<file path="src/rtl/stm_pkg.sv">
// Shared types, widths and constants for the square tile dihedral matcher.
// Used by stm_tile_bank, square_tile_dihedral_matcher and the bench; depends on nothing.
`default_nettype none

package stm_pkg;

    // Field widths fixed by the item format
    localparam int SIDE_W    = 5;
    localparam int COORD_W   = 4;
    localparam int VAL_W     = 8;
    localparam int CODE_W    = 3;
    localparam int MASK_W    = 8;

    // Tile store defaults
    localparam int MAX_SIDE_DEF = 16;
    localparam int N_ROT        = 4;

    // Configuration port
    localparam int PADDR_W = 3;
    localparam int PDATA_W = 32;
    localparam logic REG_SIDE = 1'b0;
    localparam logic [SIDE_W-1:0] SIDE_RESET = 5'd3;

    // Operation codes of an input item
    localparam logic OP_LOAD    = 1'b0;
    localparam logic OP_COMPARE = 1'b1;

    // Result classes, ranked from first to last
    typedef enum logic [CODE_W-1:0] {
        CODE_ROT90     = 3'd0,
        CODE_ROT180    = 3'd1,
        CODE_ROT270    = 3'd2,
        CODE_MIRROR    = 3'd3,
        CODE_MIRROR_RT = 3'd4,
        CODE_SAME      = 3'd5,
        CODE_NONE      = 3'd6
    } code_t;

    // Lowest-ranked class among the surviving transforms
    function automatic code_t classify(input logic [MASK_W-1:0] m);
        code_t c;
        priority if (m[1])       c = CODE_ROT90;
        else if (m[2])           c = CODE_ROT180;
        else if (m[3])           c = CODE_ROT270;
        else if (m[4])           c = CODE_MIRROR;
        else if (|m[7:5])        c = CODE_MIRROR_RT;
        else if (m[0])           c = CODE_SAME;
        else                     c = CODE_NONE;
        return c;
    endfunction

endpackage

`default_nettype wire

</file>
<file path="src/rtl/stm_tile_bank.sv">
// One copy of the before-tile store: one write port, two registered read ports.
// Depends on stm_pkg for the cell width.
`default_nettype none

module stm_tile_bank #(
    parameter int DEPTH = stm_pkg::MAX_SIDE_DEF * stm_pkg::MAX_SIDE_DEF,
    parameter int AW    = (DEPTH > 1) ? $clog2(DEPTH) : 1
) (
    input  wire logic                      clk,
    input  wire logic                      wr_en,
    input  wire logic [AW-1:0]             wr_addr,
    input  wire logic [stm_pkg::VAL_W-1:0] wr_data,
    input  wire logic                      rd_en,
    input  wire logic [AW-1:0]             rd_addr_a,
    input  wire logic [AW-1:0]             rd_addr_b,
    output logic      [stm_pkg::VAL_W-1:0] rd_data_a,
    output logic      [stm_pkg::VAL_W-1:0] rd_data_b
);

    logic [stm_pkg::VAL_W-1:0] mem [DEPTH];

    // Write port
    always_ff @(posedge clk)
    begin
        if (wr_en)
        begin
            mem[wr_addr] <= wr_data;
        end
    end

    // Two read ports, data held while the next stage is stalled
    always_ff @(posedge clk)
    begin
        if (rd_en)
        begin
            rd_data_a <= mem[rd_addr_a];
            rd_data_b <= mem[rd_addr_b];
        end
    end

endmodule

`default_nettype wire

</file>
<file path="config.mk">
export PLATFORM = sky130hd
export DESIGN_NAME = stm_tile_bank
export DESIGN_NICKNAME = d
export VERILOG_FILES = /design/src/rtl/stm_pkg.sv /design/src/rtl/stm_tile_bank.sv
export SDC_FILE = /design/constraint.sdc
export NUM_CORES = 2
export LEC_CHECK = 0
export ABC_CLOCK_PERIOD_IN_PS = 5600
export BUFFER_PORTS_ARGS = -buffer_cell sky130_fd_sc_hd__buf_2
export CORE_ASPECT_RATIO = 1.5
export CORE_MARGIN = 8
export CORE_UTILIZATION = 28
export DETAILED_ROUTE_END_ITERATION = 10
export GPL_ROUTABILITY_DRIVEN = 1
export GPL_TIMING_DRIVEN = 0
export PLACE_DENSITY_LB_ADDON = 0.12
export SKIP_CTS_REPAIR_TIMING = 1
export SLEW_MARGIN = 20
export SYNTH_ARGS = -nofsm -noshare
export SYNTH_HDL_FRONTEND = slang
export SYNTH_SLANG_ARGS = --single-unit
</file>
<file path="constraint.sdc">
create_clock -name clk -period 5.6 [get_ports clk]
set_input_delay 0.56 -clock clk [delete_from_list [all_inputs] [get_ports clk]]
set_output_delay 0.56 -clock clk [all_outputs]
set_load 0.01 [all_outputs]
</file>
==> summary.md <==
| Metric | Value |
|---|---|
| Status | finished with violations |
| Failing checks | setup timing |
| #FFs+latches synth | 2064 |
| Crit path required time | ~6200 ps |
| Rows | 265 |
| Average wire per cell in the routed design | roughly 56 um |
| Worst hold path class | input pin to flop |
| Post-route ant nets | 0 |
| RD Place Congestion | around 1.0 |
| Layout cells sized above 1 | 0.3827 |
| CP Cell Sequence | buf_2 -> buf_4 -> clkinv_1 -> nor2_1 -> clkbuf_1 -> a221oi_1 -> o22ai_1 -> o32ai_2 -> buf_4 -> nor3_1 |
| Post-route setup slack | -407.3 ps |
| Post-synth EDFFs | about 2100 |
| Distinct cells, synth | 64 |
| # setup viols final | 4 |
| Routed vias/inst | between 6 and 7 |
| Worst slew pin tran | roughly 1400 ps |
| Fmax | ~170 MHz |
| DRC Markers | 0 |
| Worst-path fanout max | 11 |
| Drt pass-1 iters | 6 |
| DP Worst Slack | -913.2 ps |
| YS warnings | 0 |
| Crit path buf inv count | 5 |
| Worst Setup SP | rd_addr_a[2] |
| Final net count | about 5300 |
| Most common cell after layout, fill and taps aside | edfxtp_1 |
| Tmin final | between 6000 and 7000 ps |
| Die W | ~500 um |
| Final Max Tran Viols | 0 |
| Maximum vdd ir drop | approximately 250 uV |
| # fillers | 33050 |
| Initial antenna violation count | between 70 and 80 |
| Hold WS | between 10 and 15 ps |
| Critical path type | input pin to flop |
| Vias in the first global route | ~60000 |
| Final Core Density | 0.3271 |
| Final period utilization | 1.073 |
| Synth Flop Type | edfxtp_1 |
| Vias after detailed routing | approximately 62000 |
| Largest net degree at the start of global routing | around 130 |
| GRT Residual Overflow | 0 |
| Clock Latency Late Sink | 950 ps |
| # IOs | 51 |
| DP HPWL | just over 400 mm |
| TritonCTS clock tree | built |
| Max-cap violations | 0 |
| Initial Utilization | 0.2806 |
| Port bufs | 40 |
| CP endpoint kind | flop |
| Max clock buf depth | 4 |
| Hold_sp | wr_data[4] |
| 1st-iter DRT viols | roughly 9400 |
| Placed cell area | 0.1063 sq mm |
| Worst path most repeated cell | buf_4 |
| Global-route wire length before repair | around 700 mm |
| Die Y-Extent | 737.4 um |
| Htree depth | 4 |
| Asr flop ratio synth | 0 |
| Mapped Cells | roughly 4800 |
| Syn_area_per_cell | ~20 sq um |
| Mapped Area | just under 0.1 sq mm |
| RSZ-0062 raised after global routing | no |
| Syn nets | about 4900 |
| Gr usage total | 0.2958 |
| Most frequent cells in the layout | 2064 x edfxtp_1, 1051 x mux4_2, 236 x mux2i_1, 221 x clkbuf_16, 153 x buf_2 |
| TritonCTS Buffers | ~220 |
| Final Hold Viols | 0 |
| Sink Count | around 2100 |
| Critical path data arrival time | between 6000 and 7000 ps |
| CTS root buf | clkbuf_16 |
| DIE AREA | between 0.3 and 0.4 sq mm |
| Crit-path max cell delay | between 1000 and 1500 ps |
| Worst R2R Start | mem[47][2] |
| Leak | ~35 nW |
| Slew margin rel. | 0.06922 |
| Seq/Total Area, Yosys | 0.6381 |
| Total Wirelength | roughly 560 mm |
| CTS clock-pin slew for the worst setup and hold paths | approximately 60 ps |
| Power density cells | around 320 mW/mm^2 |
| Post-route cell area | between 0.1 and 0.15 sq mm |
| Clock Skew | a little under 60 ps |
| CP delay by family, top | buffers and inverters |
| Area grow syn2layout | 16.55% |
| TNS Setup | -889.7 ps |
| Startpoint class of the critical path | input pin |
| CP max stage cell | clkinv_1 |
| Core ar. | between 0.3 and 0.4 sq mm |
-- synthesized netlist by cell type, drive strengths merged (3+ instances only) --
library cell	number	area, sq um
nand3b	6	45.04
o31ai	11	82.58
o2111ai	4	35.03
a2bb2oi	9	78.83
nor3b	7	52.55
a211oi	28	210.2
nor3	21	105.1
a221o	10	100.1
or2	6	37.54
edfxtp	2064	61980
nand2	114	427.9
o22ai	48	300.3
clkinv	4	15.01
a211o	6	52.55
nand3	52	260.3
and2	12	75.07
mux4	1051	23670
nand4	13	81.33
mux2i	236	2362
a21oi	79	395.4
a22oi	62	465.5
o32ai	3	26.28
nor4	7	43.79
o221ai	67	599.3
a221oi	37	355.3
and3	5	31.28
o21bai	5	37.54
and3b	5	43.79
a22o	22	192.7
a32o	4	40.04
o211ai	13	97.59
o21ai	37	185.2
nor2b	27	168.9
a31oi	4	25.02
nand2b	11	68.82
nor2	299	1125
clkbuf	137	514.2
mux2	38	427.9
a2111oi	3	26.28
o211a	3	30.03
buf	258	2111
-- registers in the layout, indices dropped and copies added (netlist names) --
register / flops
rd_data_b: 8
mem: 2048
rd_data_a: 8
-- routing by layer --
layer | vias up | track usage | part of all wire | wire length (um)
met5 | - | 0.001564 | 0.00035 | 197
met4 | 20 | 0.2721 | 0.11 | 63860
li1 | 21930 | - | - | -
met1 | 34160 | 0.3164 | 0.33 | 183800
met2 | 4391 | 0.4848 | 0.47 | 264400
met3 | 1479 | 0.07014 | 0.084 | 47210
-- path summary, 6_finish.rpt --
check	endpoint	slack [ps]	depth (start not counted)
worst max register to register	rd_data_a[2]	1950	6
worst min register to register	rd_data_b[5]	1370	6
worst max-delay path	rd_data_a[5]	-410	10
worst min-delay path	mem[66][4]	10	1
-- stage by stage --
| stage | total power [mW] | std cells |
|---|---|---|
| 3_3_place_gp | 21.59 | 9426 |
| 5_1_grt | 36.67 | 9946 |
| 3_5_place_dp | 21.70 | 9557 |
| 4_1_cts | 36.20 | 9942 |
| 2_1_floorplan | 19.09 | 4847 |
| 6_report | 36.24 | 9991 |
-- power breakdown --
part | internal, mW | total, mW | switching, mW
Clock | 8.00 | 14.7 | 6.74
Sequential | 17.0 | 17.1 | 0.0172
Combinational | 1.27 | 4.44 | 3.17
Total | 26.3 | 36.2 | 9.92
-- layout make-up --
class	instances	area (sq um)	share of cell area
Timing Repair Buffer	172	2836	0.02505
Sequential cell	2064	61980	0.5475
Clock buffer	271	5718	0.05051
Antenna cell	48	120.1	0.001061
Clock inverter	114	1044	0.009217
Inverter	6	22.52	0.0001989
Buffer	395	2749	0.02428
Multi-Input combinational cell	2382	33060	0.2921
Tap cell	4539	5679	0.05016
-- worst register-to-register path, delay by kind of cell (launching register included) --
kind            cells  cell delay [ps]
mux                 2             1140
compound gates      3             1250
simple gates        1              530
flops               1              380
-- kinds of logic (layout without fill, tap and decap cells) --
logic type	count (synthesis)	in the layout	share of synthesized area
AO/OA/AOI/OAI	466	466	0.03533
buffers and inverters	401	958	0.02726
AND/OR/NAND/NOR	591	591	0.02691
flip-flops	2064	2064	0.6381
multiplexers	1325	1325	0.2724
other	0	48	0
Note: power is estimated with default switching activity, not from simulation.
